===== src/rtl/core/mcsd_pkg.sv =====
// Shared types and constants for the mapping cost swap delta block.
// No dependencies; mcsd_ctrl, mcsd_datapath, the top level and the checker import this package.
package mcsd_pkg;

   localparam int OP_W    = 3;
   localparam int INDEX_W = 6;
   localparam int PLACE_W = 6;
   localparam int VALUE_W = 32;
   localparam int COST_W  = 64;
   localparam int COUNT_W = 7;

   localparam logic [COUNT_W-1:0] NODE_COUNT_RESET = 7'd64;

   typedef enum logic [OP_W-1:0] {
      OP_WR_COMM   = 3'd0,
      OP_WR_DIST   = 3'd1,
      OP_WR_PLACE  = 3'd2,
      OP_FULL_COST = 3'd3,
      OP_SWAP_COST = 3'd4
   } op_type;

   typedef enum logic [2:0] {
      ST_IDLE,
      ST_ROW,
      ST_ROWCAP,
      ST_BCAP,
      ST_COL,
      ST_STEP,
      ST_DRAIN
   } state_type;

   typedef enum logic [1:0] {
      PSEL_ROW,
      PSEL_J,
      PSEL_X
   } place_sel_type;

   typedef struct packed {
      logic          accept;
      logic          full;
      logic          swap;
      logic          place_rd;
      place_sel_type place_sel;
      logic          row_start;
      logic          a_cap;
      logic          b_cap;
      logic          step;
      logic          inc_x;
      logic          inc_row;
      logic          rsp_load;
   } cmd_type;

   typedef struct packed {
      logic swap_ok;
      logic n_zero;
      logic k_last;
      logic x_last;
      logic row_last;
      logic pipe_empty;
   } status_type;

endpackage


===== src/rtl/core/mcsd_ctrl.sv =====
// Sequencer for the mapping cost swap delta block.
// Depends on mcsd_pkg; drives mcsd_datapath through cmd_type.
module mcsd_ctrl (
   input  logic                        clock,
   input  logic                        reset,
   input  logic                        req_valid,
   input  logic [mcsd_pkg::OP_W-1:0]   req_op,
   output logic                        req_ready,
   output logic                        rsp_valid,
   input  logic                        rsp_ready,
   input  mcsd_pkg::status_type        status,
   output mcsd_pkg::cmd_type           cmd
);
   import mcsd_pkg::*;

   state_type state_ff, state_in;
   logic      full_ff, full_in;
   logic      rsp_valid_ff, rsp_valid_in;

   always_ff @(posedge clock) begin
      if (reset) begin
         state_ff     <= ST_IDLE;
         full_ff      <= 1'b0;
         rsp_valid_ff <= 1'b0;
      end else begin
         state_ff     <= state_in;
         full_ff      <= full_in;
         rsp_valid_ff <= rsp_valid_in;
      end
   end

   always_comb begin
      state_in     = state_ff;
      full_in      = full_ff;
      cmd          = '0;
      req_ready    = (state_ff == ST_IDLE);
      rsp_valid_in = rsp_valid_ff && !rsp_ready;
      case (state_ff)
         ST_IDLE: begin
            if (req_valid) begin
               cmd.accept = 1'b1;
               case (op_type'(req_op))
                  OP_FULL_COST: begin
                     cmd.full = 1'b1;
                     full_in  = 1'b1;
                     state_in = status.n_zero ? ST_DRAIN : ST_ROW;
                  end
                  OP_SWAP_COST: begin
                     cmd.swap = 1'b1;
                     full_in  = 1'b0;
                     state_in = status.swap_ok ? ST_ROW : ST_DRAIN;
                  end
                  default: ;
               endcase
            end
         end
         ST_ROW: begin
            cmd.place_rd  = 1'b1;
            cmd.place_sel = PSEL_ROW;
            cmd.row_start = 1'b1;
            state_in      = ST_ROWCAP;
         end
         ST_ROWCAP: begin
            cmd.a_cap = 1'b1;
            if (full_ff) begin
               state_in = ST_COL;
            end else begin
               cmd.place_rd  = 1'b1;
               cmd.place_sel = PSEL_J;
               state_in      = ST_BCAP;
            end
         end
         ST_BCAP: begin
            cmd.b_cap = 1'b1;
            state_in  = ST_COL;
         end
         ST_COL: begin
            cmd.place_rd  = 1'b1;
            cmd.place_sel = PSEL_X;
            state_in      = ST_STEP;
         end
         ST_STEP: begin
            cmd.step = 1'b1;
            if (status.k_last) begin
               if (!status.x_last) begin
                  cmd.inc_x = 1'b1;
                  state_in  = ST_COL;
               end else if (full_ff && !status.row_last) begin
                  cmd.inc_row = 1'b1;
                  state_in    = ST_ROW;
               end else begin
                  state_in = ST_DRAIN;
               end
            end
         end
         ST_DRAIN: begin
            if (status.pipe_empty && (!rsp_valid_ff || rsp_ready)) begin
               cmd.rsp_load = 1'b1;
               rsp_valid_in = 1'b1;
               state_in     = ST_IDLE;
            end
         end
         default: begin
            state_in = ST_IDLE;
         end
      endcase
   end

   assign rsp_valid = rsp_valid_ff;

endmodule


===== config.mk =====
export PLATFORM = sky130hd
export DESIGN_NAME = mcsd_ctrl
export DESIGN_NICKNAME = d
export VERILOG_FILES = /design/src/rtl/core/mcsd_pkg.sv /design/src/rtl/core/mcsd_ctrl.sv
export SDC_FILE = /design/constraint.sdc
export NUM_CORES = 1
export LEC_CHECK = 0
export ABC_CLOCK_PERIOD_IN_PS = 1900
export BUFFER_PORTS_ARGS = -buffer_cell sky130_fd_sc_hd__buf_2
export CORE_AREA = 5 5 42 44
export CTS_CLUSTER_SIZE = 40
export DETAILED_ROUTE_END_ITERATION = 6
export DIE_AREA = 0 0 47 49
export GPL_TIMING_DRIVEN = 1
export PLACE_DENSITY = 0.73
export REMOVE_ABC_BUFFERS = 1
export SYNTH_ARGS = -nofsm -noshare
export SYNTH_HDL_FRONTEND = slang
export SYNTH_SLANG_ARGS = --single-unit

===== constraint.sdc =====
create_clock -name clock -period 1.9 [get_ports clock]
set_clock_uncertainty 0.05 [all_clocks]
set_input_delay 0.19 -clock clock [delete_from_list [all_inputs] [get_ports clock]]
set_output_delay 0.19 -clock clock [all_outputs]
set_load 0.02 [all_outputs]

==> flow_metrics.tcl, run 1 <==
set metrics [dict create \
    worstRegToRegCells 5 \
    cp.required_ns 1.66 \
    post-route-period-util_pct 97.8 \
    worstMarginPinSlew_ns 0.367 \
    relSlewSlack_pct 75.5 \
    final_core_util_pct 51.9 \
    antenna_cells 0 \
    fin_area_um2 727 \
    synth-edff-count 0 \
    totalWireLength_mm 1.58 \
    overflow 0 \
    port_buffers 27 \
    first_iter_violations 12 \
    clk_pin_slew_ns 0.05 \
    syn_inst 72 \
    dr.pass1.iters 4 \
    crit_chain "or4b_4 > nor3b_2 > and2_4 > buf_6" \
    syn_area_per_cell_um2 7.28 \
    core_um2 1400 \
    initial_core_util_pct 37.4 \
    die_y_um 49 \
    gp_congestion 0.854 \
    ir_drop_mv 0.732 \
    io_pins 28 \
    die_area_um2 2300 \
    clockBufferDepth 2 \
    p_per_area_nw_per_um2 1350 \
    placed_cell_area_um2 691 \
    cts_tree "yes" \
    grt_max_degree 16 \
    cts_root_buf "clkbuf_4" \
    cp-start-kind "register" \
    wire_per_inst_um 13.3 \
    crit_arrival_ns 1.62 \
    hpwl_mm 1.21 \
    insertion_delay_ns 0.25 \
    hp-start "reset" \
    maxCapViolations 0 \
    syn_to_final_growth_pct 38.7 \
    outcome "finished clean" \
    period_minus_slack_ns 1.86 \
    ant_nets 0 \
    grt_setup_unrepaired "true" \
    drive_gt1_share_pct 37.9 \
    grt_usage_pct 14.6 \
    htree_levels 1 \
    hp-class "input port to register" \
    synth_ff_type "dfxtp_1" \
    max_stage_delay_ns 0.56 \
    synth-warning-count 0 \
    netlist_area_um2 524 \
    leakage_nw 0.341 \
    fillers 142 \
    ys_ff_latch 5 \
    r2r-end "state_ff[1]$_SDFFE_PP0P_" \
    max_freq_mhz 538 \
    worstReg2RegStart "state_ff[1]$_SDFFE_PP0P_" \
    path_class "register to output port" \
    synth.distinct_cells 32 \
    fin_nets 117 \
    post_cts_buffers 0 \
    post_cts_resized 0 \
    end_kind "output port" \
    routed-via-count 646 \
    clock-sinks 5 \
    die_w_um 47 \
    postCtsHoldBufs 0 \
    grt_antenna_before_repair 0 \
    drc 0 \
    holdPathEnd "state_ff[0]$_SDFFE_PP0P_" \
    path_max_fanout 4 \
    ys_seq_area_share_pct 19.1 \
    r2r_slack_ns 0.36 \
    async_flop_share_pct 0 \
    grt_pass1_wl_mm 2.55 \
    hold_viol 0 \
    whs_path_depth 2 \
    crit_slowest_cell "or4b_4" \
    rows 14 \
    grt_pass1_vias 593 \
    drv_slew 0 \
    cts_made_buffers 3 \
    setup_viol 0 \
    via_per_inst 5.43 \
]
## cells in the final DEF, fill, tap and decap left out, types with 2 or more instances in the layout
master,instances
a21oi_1,6
buf_2,26
buf_4,3
clkbuf_4,3
dfxtp_1,4
inv_1,4
nand2_1,3
nand2b_1,3
nand3_1,3
nand3b_1,2
nand4b_1,3
nor2_1,8
nor2b_1,4
nor3_1,3
nor3b_1,2
o21ai_0,4
o22ai_1,2
## worst max path at each step
stage          cells after the start                startpoint  endpoint  slack (ns)
5_1_grt                            4  state_ff[2]$_SDFFE_PP0P_   cmd[11]      -0.006
4_1_cts                            4  state_ff[0]$_SDFFE_PP0P_   cmd[11]        0.04
2_1_floorplan                      2  state_ff[0]$_SDFFE_PP0P_   cmd[10]        0.19
3_3_place_gp                       4  state_ff[0]$_SDFFE_PP0P_   cmd[11]        0.34
6_report                           4  state_ff[2]$_SDFFE_PP0P_   cmd[11]        0.04
3_5_place_dp                       4  state_ff[0]$_SDFFE_PP0P_   cmd[11]        0.31
## cells in the mapped netlist (all sizes together), types with 2 or more instances
| master | n | area share [%] |
|---|---|---|
| nor2 | 8 | 5.7 |
| a21oi | 6 | 5.7 |
| dfxtp | 5 | 19 |
| o21ai | 5 | 4.8 |
| inv | 4 | 2.9 |
| nor2b | 4 | 4.8 |
| nor3b | 4 | 8.8 |
| clkbuf | 3 | 2.1 |
| nand2 | 3 | 2.1 |
| nand2b | 3 | 3.6 |
| nand3 | 3 | 2.9 |
| nand4b | 3 | 5.0 |
| nor3 | 3 | 2.9 |
| a221oi | 2 | 4.5 |
| nand3b | 2 | 2.9 |
| o22ai | 2 | 2.4 |
## layer usage
layer	wire [um]	track usage, %	part of all wire [%]	vias up
li1	-	-	-	327
met1	634	17.7	40	289
met2	799	24.2	51	28
met3	127	2.95	8.0	2
met4	16	5.53	1.0	0
met5	0	0	0	-
## power breakdown
part | switching (mW) | internal, mW | total [mW]
Clock | 0.0486 | 0.0797 | 0.128
Sequential | 0.0198 | 0.136 | 0.156
Combinational | 0.431 | 0.265 | 0.696
## registers in the layout, indices dropped and copies added, names as in the netlist
name and cells:
full_ff 1, rsp_valid 1, state_ff 3
## area by class of cell
type / instances / area, um2 / area share (%)
Multi-Input combinational cell: 60 / 400 / 55.1
Timing Repair Buffer: 30 / 164 / 22.5
Sequential cell: 5 / 101 / 13.9
Clock buffer: 4 / 26.3 / 3.61
Tap cell: 16 / 20.0 / 2.75
Inverter: 4 / 15.0 / 2.07
## cells by family after synthesis
logic type | count (synthesis) | share of synthesized area, %
and+or+nand+nor | 42 | 53.5
AOI/OAI and AO/OA | 17 | 20.5
buffers and inverters | 7 | 5.01
DFF | 5 | 19.1
muxes | 1 | 1.91
## worst max-delay path, delay by kind of cell, from the launching register on
kind	cells	cell delay, ns
simple gates	3	0.96
buf+inv	1	0.11
flops	1	0.31
## metrics by stage
stage,hold slack (ns),std cells,setup WS [ns],power (mW),setup TNS [ns]
finish,0.153,119,0.0420,0.980,0
global route,0.159,119,-0.00606,1.07,-0.00606
CTS,0.141,119,0.0360,0.978,0
detailed placement,0.401,115,0.308,0.845,0
global placement,0.400,115,0.341,0.823,0
floorplan,0.206,69,0.185,0.615,0
Power figures use the tool's default switching activity.
==> run 2, diff against run 1 <==
--- a/config.mk
+++ b/config.mk
@@ -7,12 +7,14 @@
 export LEC_CHECK = 0
 export ABC_CLOCK_PERIOD_IN_PS = 1900
 export BUFFER_PORTS_ARGS = -buffer_cell sky130_fd_sc_hd__buf_2
-export CORE_AREA = 5 5 42 44
+export CELL_PAD_IN_SITES_DETAIL_PLACEMENT = 0
+export CELL_PAD_IN_SITES_GLOBAL_PLACEMENT = 1
+export CORE_MARGIN = 5
+export CORE_UTILIZATION = 29
 export CTS_CLUSTER_SIZE = 40
 export DETAILED_ROUTE_END_ITERATION = 6
-export DIE_AREA = 0 0 47 49
 export GPL_TIMING_DRIVEN = 1
-export PLACE_DENSITY = 0.73
+export PLACE_DENSITY = 0.78
 export REMOVE_ABC_BUFFERS = 1
 export SYNTH_ARGS = -nofsm -noshare
 export SYNTH_HDL_FRONTEND = slang
==> run 2 against run 1 <==
Critical path depth unchanged. Register-to-register slack barely moved. Fmax rose by 1.1%. Sequential share of layout area fell by 0.47 points. Via count shrank 1.2%. Die area grew 20%. Final area increased by 2.2%. Sequential power is 3% lower.
==> flow_metrics.tcl, run 2 (synthesis gave the netlist of run 1 again) <==
set metrics [dict create \
    ir_drop_mv 0.730 \
    comb_power_share_pct 71.3 \
    grt_pass1_vias 577 \
    clock-sinks 5 \
    grt_max_degree 16 \
    syn_to_final_growth_pct 41.8 \
    path_class "register to output port" \
    cts_tree "yes" \
    worstReg2RegStart "state_ff[1]$_SDFFE_PP0P_" \
    hp-class "input port to register" \
    largest-register "state_ff" \
    clockBufferDepth 2 \
    r2r_slack_ns 0.36 \
    fillers 186 \
    layout_common_cells "26 x buf_2, 8 x nor2_1, 6 x a21oi_1, 5 x dfxtp_1" \
    placed_cell_area_um2 702 \
    holdPathEnd "rsp_valid$_SDFF_PP0_" \
    p_clk_share_pct 12.9 \
    finalSetupTns_ns 0 \
    hold_viol 0 \
    gp_congestion 0.765 \
    drc 0 \
    clk_pin_slew_ns 0.05 \
    final_common_cell "buf_2" \
    io_pins 28 \
    die_y_um 52.5 \
    die_w_um 52.5 \
    final_core_util_pct 43.0 \
    drive_gt1_share_pct 36.9 \
    rows 15 \
    crit_arrival_ns 1.60 \
    first_iter_violations 10 \
    largest_register_ff_count 3 \
    insertion_delay_ns 0.25 \
    leakage_nw 0.344 \
    period_minus_slack_ns 1.84 \
    intPower_mw 0.481 \
    grt_pass1_wl_mm 2.51 \
    cp-start-kind "register" \
    r2r-end "state_ff[2]$_SDFFE_PP0P_" \
    ant_nets 0 \
    antenna_cells 0 \
    fin_area_um2 743 \
    routed-via-count 638 \
    hpwl_mm 1.20 \
    hp-start "reset" \
    p_switching_mw 0.486 \
    outcome "finished clean" \
    path_max_fanout 4 \
    fin_nets 117 \
    p_sw_share_pct 50.3 \
    placedCellCount 124 \
    core_um2 1730 \
    maxCapViolations 0 \
    htree_levels 1 \
    relSlewSlack_pct 77.0 \
    cp.required_ns 1.66 \
    p_per_area_nw_per_um2 1300 \
    grt_antenna_before_repair 0 \
    max_freq_mhz 544 \
    dr.pass1.iters 4 \
    die_area_um2 2760 \
    whs_path_depth 2 \
    end_kind "output port" \
    pwr-share-seq_pct 15.7 \
    port_buffers 27 \
    drv_slew 0 \
    overflow 0 \
    setup_viol 0 \
    wire_per_inst_um 12.3 \
    post_cts_buffers 0 \
    cts_root_buf "clkbuf_4" \
    post-route-period-util_pct 96.7 \
    grt_usage_pct 12.5 \
    postCtsHoldBufs 0 \
    initial_core_util_pct 30.4 \
    worstRegToRegCells 5 \
    instances_no_fill 128 \
    via_per_inst 4.98 \
    worstMarginPinSlew_ns 0.343 \
    cts_made_buffers 3 \
    totalWireLength_mm 1.57 \
]
run 2: worst max-delay path by stage:
stage,from,endpoint
global placement,state_ff[0]$_SDFFE_PP0P_,cmd[11]
finish,state_ff[1]$_SDFFE_PP0P_,cmd[11]
global route,state_ff[1]$_SDFFE_PP0P_,cmd[11]
floorplan,state_ff[0]$_SDFFE_PP0P_,cmd[10]
CTS,state_ff[0]$_SDFFE_PP0P_,cmd[11]
detailed placement,state_ff[0]$_SDFFE_PP0P_,cmd[11]
run 2: worst max-delay path, stage by stage (launching register included):
cell and delay, ns:
dfxtp_1 0.30, or4b_4 0.57, nor3b_4 0.22, and2_4 0.16
buf_6 0.10
run 2: layer usage:
| layer | GRT usage (%) | routed length (um) |
|---|---|---|
| met1 | 15.3 | 688 |
| met2 | 18.6 | 749 |
| met3 | 6.55 | 115 |
| met4 | 3.83 | 18 |
| met5 | 0 | 0 |
run 2: final cells by class:
cell class | instances | area [um2] | area share, %
clock buffer | 4 | 26.3 | 3.54
tap | 25 | 31.3 | 4.21
inverter | 4 | 15.0 | 2.02
sequential | 5 | 100 | 13.5
timing repair buffer | 30 | 164 | 22.1
multi-input combinational | 60 | 407 | 54.7
run 2: power groups by stage:
stage / Sequential [mW] / Combinational (mW) / Clock (mW)
2_1_floorplan: 0.203 / 0.412 / 0
3_3_place_gp: 0.153 / 0.679 / 0
3_5_place_dp: 0.154 / 0.680 / 0
4_1_cts: 0.152 / 0.683 / 0.131
5_1_grt: 0.155 / 0.768 / 0.137
6_report: 0.152 / 0.690 / 0.125
run 2: metrics by stage:
| stage | worst slack (ns) | power [mW] | hold slack [ns] |
|---|---|---|---|
| after floorplan | 0.185 | 0.615 | 0.206 |
| after global placement | 0.351 | 0.832 | 0.404 |
| after detailed placement | 0.321 | 0.834 | 0.407 |
| after CTS | 0.0563 | 0.965 | 0.140 |
| after global routing | -0.000546 | 1.06 | 0.153 |
| final | 0.0618 | 0.967 | 0.146 |
run 2: timing repair:
| action | 4_1_cts | 5_1_grt |
|---|---|---|
| setup endpoints to repair | 0 | 1 |
| resized for setup | 0 | 4 |
| endpoints found under the hold margin | 0 | 0 |
==> run 3, diff against run 2 <==
--- a/config.mk
+++ b/config.mk
@@ -15,6 +15,7 @@
 export DETAILED_ROUTE_END_ITERATION = 6
 export GPL_TIMING_DRIVEN = 1
 export PLACE_DENSITY = 0.78
+export RECOVER_POWER = 100
 export REMOVE_ABC_BUFFERS = 1
 export SYNTH_ARGS = -nofsm -noshare
 export SYNTH_HDL_FRONTEND = slang
==> constraint.sdc (replaced) <==
create_clock -name clock -period 1.9 [get_ports clock]
set_clock_uncertainty 0.05 [all_clocks]
set_input_delay 0.19 -clock clock [delete_from_list [all_inputs] [get_ports clock]]
set_output_delay 0.19 -clock clock [all_outputs]
set_load 0.005 [all_outputs]
==> run 3 against run 2 <==
Core utilization decreased by 2.2 points. First-iteration DRC count unchanged. Clock power hardly changed. Global-route usage grew 0.63 points. Count of clock-buffer cells in the layout did not move. Largest cell class unchanged. Fmax increased by 3.2%. Die area unchanged. Routed wire length is essentially flat. Worst hold slack better by 0.0055 ns. Final area down 5.2%. Highest routed layer unchanged.
==> flow_metrics.tcl, run 3 (synthesis gave the netlist of run 1 again) <==
set metrics [dict create \
    final_common_cell "buf_2" \
    drive_gt1_share_pct 25.2 \
    drv_slew 0 \
    cp.required_ns 1.66 \
    fillers 210 \
    overflow 0 \
    clockBufferDepth 2 \
    rows 15 \
    antenna_cells 0 \
    port_buffers 27 \
    syn_to_final_growth_pct 34.4 \
    p_switching_mw 0.378 \
    path_class "register to output port" \
    pwr-share-seq_pct 20.6 \
    gp_congestion 0.752 \
    multiInputGateArea_um2 392 \
    grt_max_degree 15 \
    die_w_um 52.5 \
    routed-via-count 641 \
    totalWireLength_mm 1.57 \
    regArea_um2 101 \
    intPower_mw 0.440 \
    maxCapViolations 0 \
    outcome "finished clean" \
    clk_pin_slew_ns 0.05 \
    grt_setup_unrepaired "false" \
    cts_tree "yes" \
    die_y_um 52.5 \
    via_per_inst 5.01 \
    end_kind "output port" \
    relSlewSlack_pct 77.7 \
    clock-sinks 5 \
    ir_drop_mv 0.509 \
    cts_root_buf "clkbuf_4" \
    ant_nets 0 \
    hold_viol 0 \
    io_pins 28 \
    p_clk_share_pct 15.6 \
    total_power_mw 0.818 \
    dpl_worst_slack_ns 0.338 \
    core_um2 1730 \
    largest_register_ff_count 3 \
    hpwl_mm 1.24 \
    crit_arrival_ns 1.54 \
    setup_viol 0 \
    p_per_area_nw_per_um2 1160 \
    timing.final.ws_setup_ns 0.119 \
    drc 0 \
    fin_nets 117 \
    wire_per_inst_um 12.3 \
    initial_core_util_pct 30.4 \
    insertion_delay_ns 0.25 \
    first_iter_violations 10 \
    worstMarginPinSlew_ns 0.334 \
    max_freq_mhz 561 \
    grt_usage_pct 13.1 \
    fin_area_um2 704 \
    comb_power_share_pct 63.8 \
    largest-register "state_ff" \
    grt_pass1_wl_mm 2.75 \
    post-route-period-util_pct 93.8 \
    period_minus_slack_ns 1.78 \
    htree_levels 1 \
    finalSetupTns_ns 0 \
    placed_cell_area_um2 702 \
    dr.pass1.iters 4 \
    p_sw_share_pct 46.2 \
    die_area_um2 2760 \
    layout_common_cells "17 x buf_2, 12 x clkbuf_1, 8 x nor2_1, 6 x a21oi_1" \
    cts_made_buffers 3 \
    final_core_util_pct 40.8 \
    path_max_fanout 4 \
    grt_antenna_before_repair 0 \
    leakage_nw 0.293 \
    hp-class "input port to register" \
    grt_pass1_vias 649 \
    cp-start-kind "register" \
    post_cts_buffers 0 \
]
[run 3: changes by cell type in the layout (fill, tap and decap cells not counted), sizes merged]
| cell | before | now |
|---|---|---|
| buf | 30 | 18 |
| clkbuf | 4 | 16 |
[run 3: routing by layer]
metal	part of all wire, %	GRT usage [%]	up-vias
met2	49	21.1	15
met3	5.1	5.41	2
li1	-	-	329
met5	0	0	-
met4	0.89	5.96	0
met1	45	14.9	295
[run 3: area by class of cell]
cell class | count | area share (%)
Clock buffer | 4 | 3.73
Inverter | 4 | 2.13
Multi-Input combinational cell | 60 | 55.6
Sequential cell | 5 | 14.4
Tap cell | 25 | 4.44
Timing Repair Buffer | 30 | 19.7
[run 3: timing repair]
item | 4_1_cts | 5_1_grt
endpoints found under the setup margin | 0 | 1
endpoints found under the hold margin | 0 | 0
hold buffers | 0 | 0
gates resized for setup | 0 | 1
[run 3: through the flow]
stage / std cells / hold WS (ns)
floorplan: 69 / 0.206
global placement: 124 / 0.407
detailed placement: 124 / 0.402
CTS: 128 / 0.137
global route: 128 / 0.153
finish: 128 / 0.151
[run 3: worst paths after layout]
path                            startpoint                  endpoint  slack (ns)  depth (start not counted)
hold reg to reg       rsp_valid$_SDFF_PP0_      rsp_valid$_SDFF_PP0_        0.47                          2
setup / recovery  state_ff[0]$_SDFFE_PP0P_                   cmd[11]        0.12                          4
hold / removal                       reset      rsp_valid$_SDFF_PP0_        0.15                          2
setup reg to reg  state_ff[2]$_SDFFE_PP0P_  state_ff[0]$_SDFFE_PP0P_        0.35                          4
[run 3: critical path: stages, from the launching register on]
cell and delay (ns):
dfxtp_1 0.31, or4b_4 0.56, nor3b_2 0.19, and2_1 0.14, buf_2 0.10
[run 3: power groups by stage]
| stage | Clock, mW | Combinational (mW) | Sequential, mW |
|---|---|---|---|
| after floorplan | 0 | 0.305 | 0.203 |
| after global placement | 0 | 0.564 | 0.164 |
| after detailed placement | 0 | 0.563 | 0.168 |
| after CTS | 0.135 | 0.566 | 0.166 |
| after global routing | 0.145 | 0.600 | 0.175 |
| final | 0.128 | 0.522 | 0.169 |
